## src/hw/rtl/stp_pkg.sv

```systemverilog
`timescale 1ns / 1ps
`default_nettype none

package stp_pkg;

  localparam int COUNT_BITS_DEF = 16;
  localparam int END_W          = 16;
  localparam int VALUE_W        = 64;
  localparam int RADIX_W        = 6;
  localparam int DIGIT_W        = 7;

  localparam logic [RADIX_W-1:0] RADIX_RESET = 6'd10;
  localparam logic [RADIX_W-1:0] RADIX_AUTO  = 6'd0;
  localparam logic [RADIX_W-1:0] RADIX_DEC   = 6'd10;
  localparam logic [RADIX_W-1:0] RADIX_HEX   = 6'd16;
  localparam logic [RADIX_W-1:0] RADIX_OCT   = 6'd8;

  localparam logic [2:0] PH_SPACE  = 3'd0;
  localparam logic [2:0] PH_SIGNED = 3'd1;
  localparam logic [2:0] PH_PREFIX = 3'd2;
  localparam logic [2:0] PH_DIGITS = 3'd3;
  localparam logic [2:0] PH_DONE   = 3'd4;

  localparam logic [7:0] CH_NUL   = 8'h00;
  localparam logic [7:0] CH_TAB   = 8'h09;
  localparam logic [7:0] CH_SPACE = 8'h20;
  localparam logic [7:0] CH_PLUS  = 8'h2B;
  localparam logic [7:0] CH_MINUS = 8'h2D;
  localparam logic [7:0] CH_ZERO  = 8'h30;
  localparam logic [7:0] CH_NINE  = 8'h39;
  localparam logic [7:0] CH_UA    = 8'h41;
  localparam logic [7:0] CH_UF    = 8'h46;
  localparam logic [7:0] CH_UX    = 8'h58;
  localparam logic [7:0] CH_LA    = 8'h61;
  localparam logic [7:0] CH_LF    = 8'h66;
  localparam logic [7:0] CH_LX    = 8'h78;

  localparam logic [DIGIT_W-1:0] DIGIT_NONE = 7'd99;

  typedef struct packed {
    logic [2:0]         phase;
    logic               neg;
    logic [RADIX_W-1:0] radix;
    logic [VALUE_W-1:0] acc;
  } stp_state_t;

  localparam stp_state_t STATE_CLEAR = '{
    phase: PH_SPACE,
    neg:   1'b0,
    radix: '0,
    acc:   '0
  };

  // Digit value of a character, DIGIT_NONE when it is not a hex digit.
  function automatic logic [DIGIT_W-1:0] digit_of(input logic [7:0] c);
    logic [7:0] d;
    begin
      d = {1'b0, DIGIT_NONE};
      if (c >= CH_ZERO && c <= CH_NINE) begin
        d = c - CH_ZERO;
      end else if (c >= CH_LA && c <= CH_LF) begin
        d = c - CH_LA + 8'd10;
      end else if (c >= CH_UA && c <= CH_UF) begin
        d = c - CH_UA + 8'd10;
      end
      digit_of = d[DIGIT_W-1:0];
    end
  endfunction

endpackage

`default_nettype wire

```

## src/hw/rtl/stp_step.sv

```systemverilog
`timescale 1ns / 1ps
`default_nettype none

module stp_step
  import stp_pkg::*;
(
  input  stp_state_t         st,
  input  logic [7:0]         ch,
  input  logic [RADIX_W-1:0] cfg_radix,
  output stp_state_t         st_nxt,
  output logic               bump,
  output logic               emit,
  output logic [VALUE_W-1:0] value
);

  logic [DIGIT_W-1:0] dig;
  logic               held;
  stp_state_t         s;

  assign dig   = digit_of(ch);
  assign emit  = (ch == CH_NUL);
  assign value = st.neg ? (VALUE_W'(0) - st.acc) : st.acc;

  always_comb begin
    s    = st;
    bump = 1'b0;
    held = 1'b0;
    if (ch == CH_NUL) begin
      s = STATE_CLEAR;
    end else begin
      if (s.phase == PH_SPACE) begin
        s.radix = cfg_radix;
        if (ch inside {CH_SPACE, CH_TAB}) begin
          bump = 1'b1;
          held = 1'b1;
        end else if (ch inside {CH_PLUS, CH_MINUS}) begin
          s.neg   = (ch == CH_MINUS);
          bump    = 1'b1;
          held    = 1'b1;
          s.phase = PH_SIGNED;
        end else begin
          s.phase = PH_SIGNED;
        end
      end

      if (!held && s.phase == PH_SIGNED) begin
        if (s.radix == RADIX_AUTO) begin
          if (ch == CH_ZERO) begin
            bump    = 1'b1;
            held    = 1'b1;
            s.phase = PH_PREFIX;
          end else begin
            s.radix = RADIX_DEC;
          end
        end
        if (!held) begin
          s.phase = PH_DIGITS;
        end
      end

      if (!held && s.phase == PH_PREFIX) begin
        if (ch inside {CH_LX, CH_UX}) begin
          s.radix = RADIX_HEX;
          bump    = 1'b1;
          held    = 1'b1;
        end else begin
          s.radix = RADIX_OCT;
        end
        s.phase = PH_DIGITS;
      end

      // multiply-add by the active radix, or stop on a non-digit
      if (!held && s.phase == PH_DIGITS) begin
        if (dig >= DIGIT_W'(s.radix)) begin
          s.phase = PH_DONE;
        end else begin
          s.acc = s.acc * VALUE_W'(s.radix) + VALUE_W'(dig);
          bump  = 1'b1;
        end
      end
    end
    st_nxt = s;
  end

endmodule

`default_nettype wire

```

## src/hw/rtl/string_to_integer_parser.sv

```systemverilog
// Streaming signed integer parser, one string character per request.
// Input channel: in_valid / in_stall with in_char_code. A zero byte ends the
// string and produces one result; every other byte produces none.
// Result channel: out_valid / out_stall with out_value (64-bit two's
// complement, wraps on overflow) and out_end_position (characters consumed,
// saturating).
// cfg_wr_en / cfg_wr_data load the radix (0 = detect from prefix); write it
// only while no string is in flight.
// Throughput: one character per cycle while in_stall is low. The multiply-add
// of the accumulator by the radix and the digit sits between the input register
// and the state registers, so each character that is not held by in_stall is
// fully absorbed in the cycle after it is taken.
// A terminating zero byte passes through the input register and then the
// result register before it shows on out_valid.
// Stall: the output register holds its result while out_stall is high;
// characters keep flowing, and only a terminating byte that finds the
// result register still occupied backs up into in_stall.
// Reset: clears the parse state, empties both registers and sets the
// radix to 10.
`timescale 1ns / 1ps
`default_nettype none

module string_to_integer_parser
  import stp_pkg::*;
#(
  parameter int COUNT_BITS = COUNT_BITS_DEF
) (
  input  logic                      clk,
  input  logic                      rst_n,
  input  logic                      cfg_wr_en,
  input  logic [RADIX_W-1:0]        cfg_wr_data,
  input  logic                      in_valid,
  output logic                      in_stall,
  input  logic [7:0]                in_char_code,
  output logic                      out_valid,
  input  logic                      out_stall,
  output logic signed [VALUE_W-1:0] out_value,
  output logic [END_W-1:0]          out_end_position
);

  localparam int CNT_W = (COUNT_BITS < END_W) ? COUNT_BITS : END_W;

  logic [RADIX_W-1:0] radix_r;
  logic               in_vld_r;
  logic [7:0]         in_char_r;
  stp_state_t         st_r;
  stp_state_t         st_nxt;
  logic [CNT_W-1:0]   cnt_r;
  logic [CNT_W-1:0]   cnt_nxt;
  logic               out_vld_r;
  logic [VALUE_W-1:0] out_value_r;
  logic [END_W-1:0]   out_end_r;

  logic               bump;
  logic               emit;
  logic [VALUE_W-1:0] value;
  logic               adv;
  logic               fire;

  stp_step u_step (
    .st        (st_r),
    .ch        (in_char_r),
    .cfg_radix (radix_r),
    .st_nxt    (st_nxt),
    .bump      (bump),
    .emit      (emit),
    .value     (value)
  );

  // a character advances unless it is a terminator facing a full, stalled result
  assign adv      = in_vld_r && (!emit || !out_vld_r || !out_stall);
  assign fire     = adv && emit;
  assign in_stall = in_vld_r && !adv;

  always_comb begin
    cnt_nxt = cnt_r;
    if (emit) begin
      cnt_nxt = '0;
    end else if (bump && cnt_r != {CNT_W{1'b1}}) begin
      cnt_nxt = cnt_r + CNT_W'(1);
    end
  end

  always_ff @(posedge clk) begin
    if (!rst_n) begin
      radix_r <= RADIX_RESET;
    end else if (cfg_wr_en) begin
      radix_r <= cfg_wr_data;
    end
  end

  always_ff @(posedge clk) begin
    if (!rst_n) begin
      in_vld_r <= 1'b0;
    end else if (!in_stall) begin
      in_vld_r <= in_valid;
    end
  end

  always_ff @(posedge clk) begin
    if (!in_stall) begin
      in_char_r <= in_char_code;
    end
  end

  always_ff @(posedge clk) begin
    if (!rst_n) begin
      st_r  <= STATE_CLEAR;
      cnt_r <= '0;
    end else if (adv) begin
      st_r  <= st_nxt;
      cnt_r <= cnt_nxt;
    end
  end

  always_ff @(posedge clk) begin
    if (!rst_n) begin
      out_vld_r <= 1'b0;
    end else if (fire) begin
      out_vld_r <= 1'b1;
    end else if (!out_stall) begin
      out_vld_r <= 1'b0;
    end
  end

  always_ff @(posedge clk) begin
    if (fire) begin
      out_value_r <= value;
      out_end_r   <= END_W'(cnt_r);
    end
  end

  assign out_valid        = out_vld_r;
  assign out_value        = out_value_r;
  assign out_end_position = out_end_r;

  // a terminator clears the parse state and raises a result
  a_nul_clears: assert property (@(posedge clk) disable iff (!rst_n)
    fire |=> out_vld_r && cnt_r == '0 && st_r.phase == PH_SPACE && st_r.acc == '0)
    else $error("terminator did not clear state or raise result");

  // back-pressure only ever comes from a waiting terminator
  a_stall_cause: assert property (@(posedge clk) disable iff (!rst_n)
    in_stall |-> in_vld_r && in_char_r == CH_NUL && out_vld_r && out_stall)
    else $error("input stalled without a blocked terminator");

  // after the stop, characters leave the accumulator and count alone
  a_done_holds: assert property (@(posedge clk) disable iff (!rst_n)
    adv && !emit && st_r.phase == PH_DONE |=> $stable(st_r.acc) && $stable(cnt_r))
    else $error("state changed after parsing stopped");

endmodule

`default_nettype wire

```

## config.mk

```make
export PLATFORM = sky130hd
export DESIGN_NAME = string_to_integer_parser
export DESIGN_NICKNAME = d
export VERILOG_FILES = /design/src/hw/rtl/stp_pkg.sv /design/src/hw/rtl/stp_step.sv /design/src/hw/rtl/string_to_integer_parser.sv
export SDC_FILE = /design/constraint.sdc
export NUM_CORES = 1
export LEC_CHECK = 0
export ABC_AREA = 0
export BUFFER_PORTS_ARGS = -buffer_cell sky130_fd_sc_hd__buf_2
export CAP_MARGIN = 40
export CELL_PAD_IN_SITES_DETAIL_PLACEMENT = 1
export CELL_PAD_IN_SITES_GLOBAL_PLACEMENT = 2
export CORE_AREA = 2 2 228 230
export DETAILED_ROUTE_END_ITERATION = 10
export DIE_AREA = 0 0 230 232
export GPL_ROUTABILITY_DRIVEN = 1
export GPL_TIMING_DRIVEN = 1
export PLACE_DENSITY_LB_ADDON = 0.3
export REMOVE_ABC_BUFFERS = 1
export SLEW_MARGIN = 20
export SYNTH_ARGS = -nofsm -noshare
export SYNTH_HDL_FRONTEND = slang
export SYNTH_HIERARCHICAL = 1
export SYNTH_SLANG_ARGS = --single-unit
```

## constraint.sdc

```tcl
create_clock -name clk -period 11.8 [get_ports clk]
set_clock_uncertainty 0.2 [all_clocks]
set_input_delay 2.36 -clock clk [delete_from_list [all_inputs] [get_ports clk]]
set_output_delay 2.36 -clock clk [all_outputs]
set_load 0.02 [all_outputs]
```

==> results of run 1 <==
==> metal layers <==
metal | track usage | routed length (µm) | up-vias
met5 | 0 | 0 | -
met4 | 0.05383 | 856 | 0
met3 | 0.03856 | 2265 | 52
met2 | 0.4262 | 31820 | 317
met1 | 0.3499 | 30800 | 9185
li1 | - | - | 8233
==> cell type report <==
cell class / count / area share
sequential: 186 / 0.1991
multi-input combinational: 2015 / 0.6929
clock buffer: 19 / 0.01871
inverter: 88 / 0.01433
clock inverter: 12 / 0.005084
tap: 680 / 0.03678
timing repair buffer: 124 / 0.03310
==> worst max-delay path: cells and delay by family, from the launching register on <==
kind	cells	cell delay, ns
AND/OR/NAND/NOR	4	0.89
XOR/XNOR	1	0.12
AO/OA/AOI/OAI	13	3.33
adder cells (fa/ha/maj)	6	2.54
flip-flops	1	0.44
buffers and inverters	2	0.56
==> power groups by stage <==
stage	combinational, mW	clock (mW)	sequential, mW
after global routing	0.155	0.632	0.682
after global placement	0.129	0	0.695
final	0.144	0.589	0.681
after detailed placement	0.142	0	0.696
after CTS	0.143	0.608	0.681
after floorplan	0.0702	0	0.693
==> through the flow <==
| step | instance area (µm²) | instances | setup WS [ns] | util |
|---|---|---|---|---|
| 5_1_grt | 23130 | 3124 | 3.078 | 0.4546 |
| 2_1_floorplan | 20910 | 2289 | 1.830 | - |
| 4_1_cts | 23110 | 3123 | 3.627 | 0.4542 |
| 3_3_place_gp | 22440 | 3085 | 3.511 | 0.4409 |
| 3_5_place_dp | 22560 | 3092 | 3.689 | 0.4434 |
| 6_report | 23130 | 3124 | 3.588 | 0.4546 |
==> sequential cells by signal (all words and copies together), names as in the netlist <==
register          cells
radix_r               6
out_end_position     16
cnt_r                16
st_r                 74
in_char_r             8
out_valid             1
out_value            64
in_vld_r              1
==> cells in the final DEF (no fill, tap or decap), drive strengths merged, types with 7 or more instances in the layout <==
cell and n:
inv 92, dfxtp 98, mux2i 8, a21oi 220, nor3b 7, o21bai 11
nor3 16, or3 19, a21o 39, nand4 21, nor2b 64, nor4 11
ha 144, nand3 38, clkbuf 19, xor2 22, nand2b 18, and4 7
or4 17, o21a 8, o21ai 91, a211oi 12, o41ai 12, buf 124
or2 8, and3 11, xnor2 108, edfxtp 88, nor2 106, o31ai 28
a31oi 13, and2 267, nand2 380, fa 241
==> logic make-up after synthesis <==
family                     after synthesis
adders and majority gates              385
muxes                                    8
xor gates and xnor gates               130
AOI/OAI and AO/OA                      490
and+or+nand+nor                       1002
DFF                                    186
buffers and inverters                  264
==> final timing paths <==
| check | start | endpoint | cells after the start |
|---|---|---|---|
| max reg2reg | in_char_r[4] | st_r[60] | 26 |
| min reg2reg | st_r[64] | st_r[64] | 2 |
| min | st_r[64] | st_r[64] | 2 |
| max | in_char_r[4] | st_r[60] | 26 |
==> flow_summary.ini, run 1 <==
[clock_tree]
postCtsSetupBuffers = 0
cts_resized = 0
clkSlewWorstSetupHoldPaths_ns = 0.08
numCtsBuffers = 17
hold_buffers = 0
clockBufferDepth = 2
clock-root-buffer = clkbuf_16
htree_num_levels = 4
clk_latency_ns = 0.51
cts_tree = done
clkSinkCount = 186

[logic_synthesis]
synth_top_area_cell = fa_1
synth_warnings = 6
synth-edff-count = 88
synth_compound_area_frac = 0.1392
yosysMostFrequentCell = nand2_1
synth.area.top_cells = fa_1 22%, edfxtp_1 12%, dfxtp_1 9.1%
synth_cells = 2465
synthMuxAreaShare = 0.003705
synthDominantCellAreaShare = 0.2233
syn_avg_cell_area_um2 = 8.767
synthSimpleGateAreaFrac = 0.2369
synth.distinct_cells = 86
synthXorXnorAreaFrac = 0.05269
synth_common_cells = 379 x nand2_1, 266 x and2_1, 241 x fa_1, 220 x a21oi_1, 148 x clkbuf_1
synth_top_family_by_area = adder cells
synth-main-ff-cell = dfxtp_1
synth.cell_area_um2 = 21610
synthAdderAreaFrac = 0.3066
async_reset_ff_frac = 0
ys_ff_latch = 186
synth_seq_area_share = 0.2131

[setup_path]
crit_type = reg -> reg
slowest_stage = fa_1
crit_fanout = 60
rrSetupSlack_ns = 3.59
cpPeakStageDelay_ns = 0.52
crit_required_ns = 12.03
startpoint_type = flop
critPathArrivalTime_ns = 8.44
cp-end-kind = flop

[global_route]
antenna_found_initial = 1
grt_max_degree = 68
gr-total-overflow = 0
grt_first_pass_wirelength_um = 107500
grt_pass1_vias = 19070
grt_use_total = 0.2548

[layout]
register_area_um2 = 4606
num-fill-cells = 5951
final_nets = 2836
multiInputGateArea_um2 = 16030
diodes = 0
drive_above_1_share = 0.08224
syn_to_final_growth_pct = 7.040

[status]
outcome = finished, final reports clean

[timing]
period_share = 0.6959
hold_viol = 0
layout_min_cycle_time_ns = 8.212
slew-limit-headroom = 0.4415
worst_slew_pin_slew_ns = 0.8377
rsz0062_at_grt = false
hold_ws_ns = 0.2939
setup_tns_ns = 0
setup_viol_count_final = 0
max_freq_mhz = 121.8
drv_slew = 0

[floorplan]
start_util = 0.4247
die_w_um = 230
core_um2 = 50890
rows = 83
die_y_um = 232
die_area_um2 = 53360
io_pins = 101

[placement]
place_hpwl_um = 48630
gp_congestion = 0.8310
numPortBuffers = 100

[pwr]
seq_power_share = 0.481
p_per_area_nw_per_um2 = 61.15
swShare = 0.2912
p_switching_uw = 411.9
p_leak_nw = 10.77
p_comb_frac = 0.102
power.internal_mw = 1.003
max-vdd-ir-drop_mv = 0.1206
power_mw = 1.415
clkPwrFrac = 0.417

[worst_hold_path]
hold_class = reg -> reg

[detailed_routing]
avgRoutedWirePerCell_um = 21.04
avgViaCountPerCell = 5.694
drtIter0Drc = 840
first_pass_iters = 5
vias = 17790
ant_nets = 0
drc = 0
wirelength_um = 65740

[run]
drv_cap = 0
No activity file was read; power rests on OpenSTA's default activity.
==> run 2: changes to the inputs <==
--- a/config.mk
+++ b/config.mk
@@ -5,14 +5,14 @@
 export SDC_FILE = /design/constraint.sdc
 export NUM_CORES = 1
 export LEC_CHECK = 0
-export ABC_AREA = 0
+export ABC_AREA = 1
 export BUFFER_PORTS_ARGS = -buffer_cell sky130_fd_sc_hd__buf_2
 export CAP_MARGIN = 40
 export CELL_PAD_IN_SITES_DETAIL_PLACEMENT = 1
 export CELL_PAD_IN_SITES_GLOBAL_PLACEMENT = 2
-export CORE_AREA = 2 2 228 230
+export CORE_AREA = 2 2 255 257
 export DETAILED_ROUTE_END_ITERATION = 10
-export DIE_AREA = 0 0 230 232
+export DIE_AREA = 0 0 257 259
 export GPL_ROUTABILITY_DRIVEN = 1
 export GPL_TIMING_DRIVEN = 1
 export PLACE_DENSITY_LB_ADDON = 0.3
==> constraint.sdc (replaced) <==
create_clock -name clk -period 6.8 [get_ports clk]
set_clock_uncertainty 0.2 [all_clocks]
set_input_delay 1.36 -clock clk [delete_from_list [all_inputs] [get_ports clk]]
set_output_delay 1.36 -clock clk [all_outputs]
set_load 0.02 [all_outputs]
==> run 2 against run 1 <==
  * Synthesized area shrank 0.44%
  * Largest cell class unchanged
  * Synthesized cell count rose by 14%
  * First-iteration DRC count rose by 22%
==> flow_summary.ini, run 2 <==
[detailed_routing]
first_pass_iters = 5
ant_nets = 0
vias = 20050
avgViaCountPerCell = 5.203
drc = 0
route.met2.wl_um = 38880
dr_wl_met3_um = 3138
highest_layer = met4
drtIter0Drc = 1026
wirelength_um = 80090
avgRoutedWirePerCell_um = 20.79
met1_length_um = 35820

[logic_synthesis]
synth_common_cells = 699 x nor2_1, 348 x nand2_1, 290 x inv_1, 241 x fa_1, 193 x o21ai_0
synth_top_area_cell = fa_1
synth-main-ff-cell = dfxtp_1
async_reset_ff_frac = 0
ys_ff_latch = 186
syn_avg_cell_area_um2 = 7.665
synth_cells = 2807
synth-edff-count = 88
synthDominantCellAreaShare = 0.2242
synth_seq_area_share = 0.2140
synth.cell_area_um2 = 21520
synth.area.top_cells = fa_1 22%, edfxtp_1 12%, nor2_1 12%
synth.distinct_cells = 51
synth_warnings = 6
yosysMostFrequentCell = nor2_1

[timing]
period_share = 0.9782
slew-limit-headroom = 0.3959
setup_viol_count_final = 0
worst_slew_pin_slew_ns = 0.8978
drv_slew = 0
hold_viol = 0
max_freq_mhz = 150.3
rsz0062_at_grt = true
layout_min_cycle_time_ns = 6.652
setup_tns_ns = 0

[floorplan]
rows = 93
core_um2 = 63880
die_y_um = 259
io_pins = 101
start_util = 0.3368
die_area_um2 = 66560
die_w_um = 257

[setup_path]
crit_required_ns = 6.99
critPathArrivalTime_ns = 6.84
slowest_stage = fa_1
cpMostUsedCell = fa_1
cpPeakStageDelay_ns = 0.59
startpoint_type = flop
crit_type = reg -> reg
crit_fanout = 7
cp-end-kind = flop

[clock_tree]
clk_latency_ns = 0.51
cts_tree = done
htree_num_levels = 4
clkSlewWorstSetupHoldPaths_ns = 0.09
numCtsBuffers = 17
hold_buffers = 0
clock-root-buffer = clkbuf_16
clockBufferDepth = 2
clkSinkCount = 186

[placement]
numPortBuffers = 100
place_hpwl_um = 62530
gp_congestion = 0.9325
place_area_um2 = 23770

[global_route]
grt_pass1_vias = 21520
grt_first_pass_wirelength_um = 123100
grt_max_degree = 49
gr-total-overflow = 0
grt_use_total = 0.2379
antenna_found_initial = 0

[layout]
top_register = st_r
largest_reg_flops = 74
drive_above_1_share = 0.1594
diodes = 0
syn_to_final_growth_pct = 18.52
final_common_cell = nor2_1
final_area_um2 = 25500
final_cell_mix = 678 x nor2_1, 330 x nand2_1, 283 x inv_1
final_nets = 3389

[status]
outcome = finished, final reports clean

[pwr]
p_leak_nw = 11.60
p_per_area_nw_per_um2 = 180.8
max-vdd-ir-drop_mv = 0.1819

[run]
drv_cap = 0

[worst_hold_path]
hold_class = reg -> reg
## run 2: changes by cell type in the layout (fill, tap and decap cells not counted), sizes merged, moves of 66 or more
cell,change
xnor2,-88
and2,-267
inv,+217
xor2,+66
o21ai,+129
nor2,+605
buf,+124
## run 2: repair_timing
item                                    4_1_cts  5_1_grt
pin swaps                                     0       43
gates resized for setup                       8      184
gates cloned                                  0        4
setup buffers                                 1       31
endpoints found under the setup margin        5       50
## run 2: power breakdown
group	leakage [nW]	switching (mW)	internal, mW	total [mW]
clock network	0.313	0.625	0.519	1.14
logic	9.65	1.37	0.832	2.20
registers	1.64	0.0556	1.21	1.27
total	11.6	2.05	2.56	4.61
## run 2: critical path, delay by kind of cell, from the launching register on
family / cells / cell delay (ns)
simple gates: 9 / 0.88
buf+inv: 6 / 0.71
compound gates: 7 / 1.37
flops: 1 / 0.45
fa+ha+maj: 6 / 2.64
xor+xnor: 1 / 0.25
## run 2: worst paths after layout
| path | from | endpoint | slack [ns] | depth (start not counted) |
|---|---|---|---|---|
| min reg2reg | cnt_r[9] | out_end_position[9] | 0.28 | 0 |
| max reg2reg | in_char_r[1] | st_r[23] | 0.15 | 29 |
| min | cnt_r[9] | out_end_position[9] | 0.28 | 0 |
| max | in_char_r[1] | st_r[23] | 0.15 | 29 |
## run 2: cells by family after synthesis
kind of cell    share of synthesized area
flops                              0.2140
xor+xnor                          0.04396
buf+inv                           0.07752
simple gates                       0.2344
fa+ha+maj                          0.3080
compound gates                     0.1222
## run 2: layout make-up
| class | instances | area (µm²) |
|---|---|---|
| Timing Repair Buffer | 252 | 1998 |
| Inverter | 331 | 1245 |
| Sequential cell | 186 | 4606 |
| Clock inverter | 15 | 226.5 |
| Tap cell | 855 | 1070 |
| Fill cell | 7749 | 38380 |
| Multi-Input combinational cell | 2197 | 15930 |
| Clock buffer | 17 | 425.4 |
## run 2: per-layer routing
layer	global-route usage	up-vias
li1	-	9406
met1	0.3060	10160
met2	0.4093	389
met3	0.03720	90
met4	0.07558	0
met5	0	-
## run 2: through the flow
step                cells  setup slack (ns)  hold slack (ns)  power, mW  utilization
floorplan            2714            -1.379           0.2200      2.538            -
global placement     3781          -0.04463           0.2511      3.248       0.3709
detailed placement   3784           -0.1341           0.2629      3.288       0.3721
CTS                  3817         0.0006093           0.2849      4.478       0.3829
global route         3853           -0.1818           0.2968      4.931       0.3992
finish               3853            0.1484           0.2761      4.611       0.3992
==> run 3: changes to the inputs <==
--- a/config.mk
+++ b/config.mk
@@ -10,9 +10,9 @@
 export CAP_MARGIN = 40
 export CELL_PAD_IN_SITES_DETAIL_PLACEMENT = 1
 export CELL_PAD_IN_SITES_GLOBAL_PLACEMENT = 2
-export CORE_AREA = 2 2 255 257
+export CORE_AREA = 2 2 251 253
 export DETAILED_ROUTE_END_ITERATION = 10
-export DIE_AREA = 0 0 257 259
+export DIE_AREA = 0 0 253 255
 export GPL_ROUTABILITY_DRIVEN = 1
 export GPL_TIMING_DRIVEN = 1
 export PLACE_DENSITY_LB_ADDON = 0.3
@@ -20,5 +20,4 @@
 export SLEW_MARGIN = 20
 export SYNTH_ARGS = -nofsm -noshare
 export SYNTH_HDL_FRONTEND = slang
-export SYNTH_HIERARCHICAL = 1
 export SYNTH_SLANG_ARGS = --single-unit
==> run 3 against run 2 <==
  * Clock-buffer cell count stayed put
  * Wire length fell by 3.4%
  * Total power down 32%
  * Sequential share of layout area rose by 1.2 points
  * Fmax rose by 0.90%
  * Die area fell by 3.1%
  * Utilization is 1.4 points lower
  * Critical path type unchanged
  * Largest power group is now registers
  * Highest routed layer unchanged
==> flow_summary.ini, run 3 <==
[pwr]
power_mw = 3.123
p_per_area_nw_per_um2 = 130.5
power.internal_mw = 1.900
clkPwrFrac = 0.350
swShare = 0.3915
p_leak_nw = 11.55
p_comb_frac = 0.268
seq_power_share = 0.382
max-vdd-ir-drop_mv = 0.1670
p_switching_mw = 1.223

[layout]
final_common_cell = nor2_1
multiInputGateArea_um2 = 15380
diodes = 0
final_nets = 3266
final_cell_mix = 583 x nor2_1, 408 x nand2_1, 299 x inv_1
final_util = 0.3851
largest_reg_flops = 74
final_area_um2 = 23940
num-fill-cells = 7618
register_area_um2 = 4606
drive_above_1_share = 0.1172
syn_to_final_growth_pct = 11.66
top_register = st_r

[floorplan]
rows = 92
core_um2 = 62160
die_w_um = 253
die_y_um = 255
io_pins = 101
start_util = 0.3448
die_area_um2 = 64520

[timing]
worst_slew_pin_slew_ns = 0.7964
rsz0062_at_grt = true
period_share = 0.9695
setup_slack_ns = 0.2075
slew-limit-headroom = 0.4691
max_freq_mhz = 151.7
layout_min_cycle_time_ns = 6.592
hold_viol = 0
drv_slew = 0
setup_viol_count_final = 0

[logic_synthesis]
synth.cell_area_um2 = 21440
synth.distinct_cells = 56
ys_ff_latch = 186
synthDominantCellAreaShare = 0.2251
synth_seq_area_share = 0.2148
synth.area.top_cells = fa_1 23%, edfxtp_1 12%, nor2_1 10%
syn_avg_cell_area_um2 = 7.761
synth_top_area_cell = fa_1
synth_cells = 2762
synth-edff-count = 88
synth-main-ff-cell = dfxtp_1
yosysMostFrequentCell = nor2_1
synth_common_cells = 588 x nor2_1, 416 x nand2_1, 304 x inv_1, 241 x fa_1, 171 x a21oi_1
synth_warnings = 0
async_reset_ff_frac = 0

[clock_tree]
numCtsBuffers = 17
clkSinkCount = 186
hold_buffers = 0
cts_tree = done
htree_num_levels = 4
clock-root-buffer = clkbuf_16
clockBufferDepth = 2
clk_latency_ns = 0.52
clkSlewWorstSetupHoldPaths_ns = 0.09

[setup_path]
critPathArrivalTime_ns = 6.80
startpoint_type = flop
crit_type = reg -> reg
path_buf_inv = 4
crit_required_ns = 7.01
slowest_stage = fa_1
cpPeakStageDelay_ns = 0.52
crit_family = adder cells
cp-end-kind = flop
crit_fanout = 22

[detailed_routing]
avgRoutedWirePerCell_um = 21.05
avgViaCountPerCell = 5.241
wirelength_um = 77340
drtIter0Drc = 886
ant_nets = 0
vias = 19250
first_pass_iters = 5
drc = 0

[placement]
pre_cts_ws_ns = -0.2501
place_hpwl_um = 62040
place_area_um2 = 23050
numPortBuffers = 100
gp_congestion = 0.9344

[global_route]
antenna_found_initial = 0
grt_first_pass_wirelength_um = 121400
grt_max_degree = 46
gr-total-overflow = 0
grt_use_total = 0.2463
grt_pass1_vias = 21020

[status]
outcome = finished, final reports clean

[run]
drv_cap = 0

[worst_hold_path]
hold_class = reg -> reg
run 3: stage by stage:
step | cells | setup TNS [ns] | hold WS, ns
after floorplan | 2677 | -44.72 | 0.2384
after detailed placement | 3632 | -0.9175 | 0.2631
final | 3674 | 0 | 0.2770
after CTS | 3665 | 0 | 0.2767
after global routing | 3674 | -0.5210 | 0.3084
after global placement | 3626 | -0.1396 | 0.2606
run 3: area by class of cell:
cell class	count	area share
repair buffers	166	0.04516
multi-input cells	2158	0.6428
clock inverters	15	0.007737
flip-flops and latches	186	0.1924
inverters	333	0.05238
well taps	799	0.04177
clock buffers	17	0.01777
run 3: layer usage:
layer	GRT usage	vias up	routed length, µm
met4	0.1063	0	3238
met2	0.4235	359	37510
met3	0.03468	123	2626
met5	0	-	0
li1	-	9084	-
met1	0.3092	9688	33960
run 3: worst paths after layout:
| check | startpoint | endpoint | slack, ns | cells past startpoint |
|---|---|---|---|---|
| setup / recovery | in_char_r[4] | st_r[52] | 0.21 | 31 |
| hold / removal | st_r[68] | st_r[68] | 0.28 | 2 |
| setup reg to reg | in_char_r[4] | st_r[52] | 0.21 | 31 |
| hold reg to reg | st_r[68] | st_r[68] | 0.28 | 2 |
run 3: power by group through the flow:
stage | Combinational (mW) | Sequential (mW) | Clock [mW]
3_3_place_gp | 0.795 | 1.22 | 0
5_1_grt | 0.903 | 1.20 | 1.16
4_1_cts | 0.828 | 1.19 | 1.14
2_1_floorplan | 0.423 | 1.21 | 0
6_report | 0.837 | 1.19 | 1.09
3_5_place_dp | 0.819 | 1.22 | 0
run 3: logic make-up (layout without fill, tap and decap cells):
kind of cell | count (synthesis) | in the layout | synth area share
adders and majority gates | 385 | 385 | 0.3091
AOI/OAI and AO/OA | 382 | 382 | 0.09935
buffers and inverters | 418 | 531 | 0.07652
xor gates and xnor gates | 106 | 106 | 0.04331
DFF | 186 | 186 | 0.2148
and+or+nand+nor | 1285 | 1285 | 0.2569
run 3: repair_timing:
action,4_1_cts,5_1_grt
pin swaps,1,3
buffers inserted,1,7
resized for setup,4,53
setup endpoints to repair,17,43
run 3: worst min-delay path: stages (launching register included):
cell and delay, ns:
dfxtp_1 0.32, nand2_1 0.06, a21oi_1 0.06
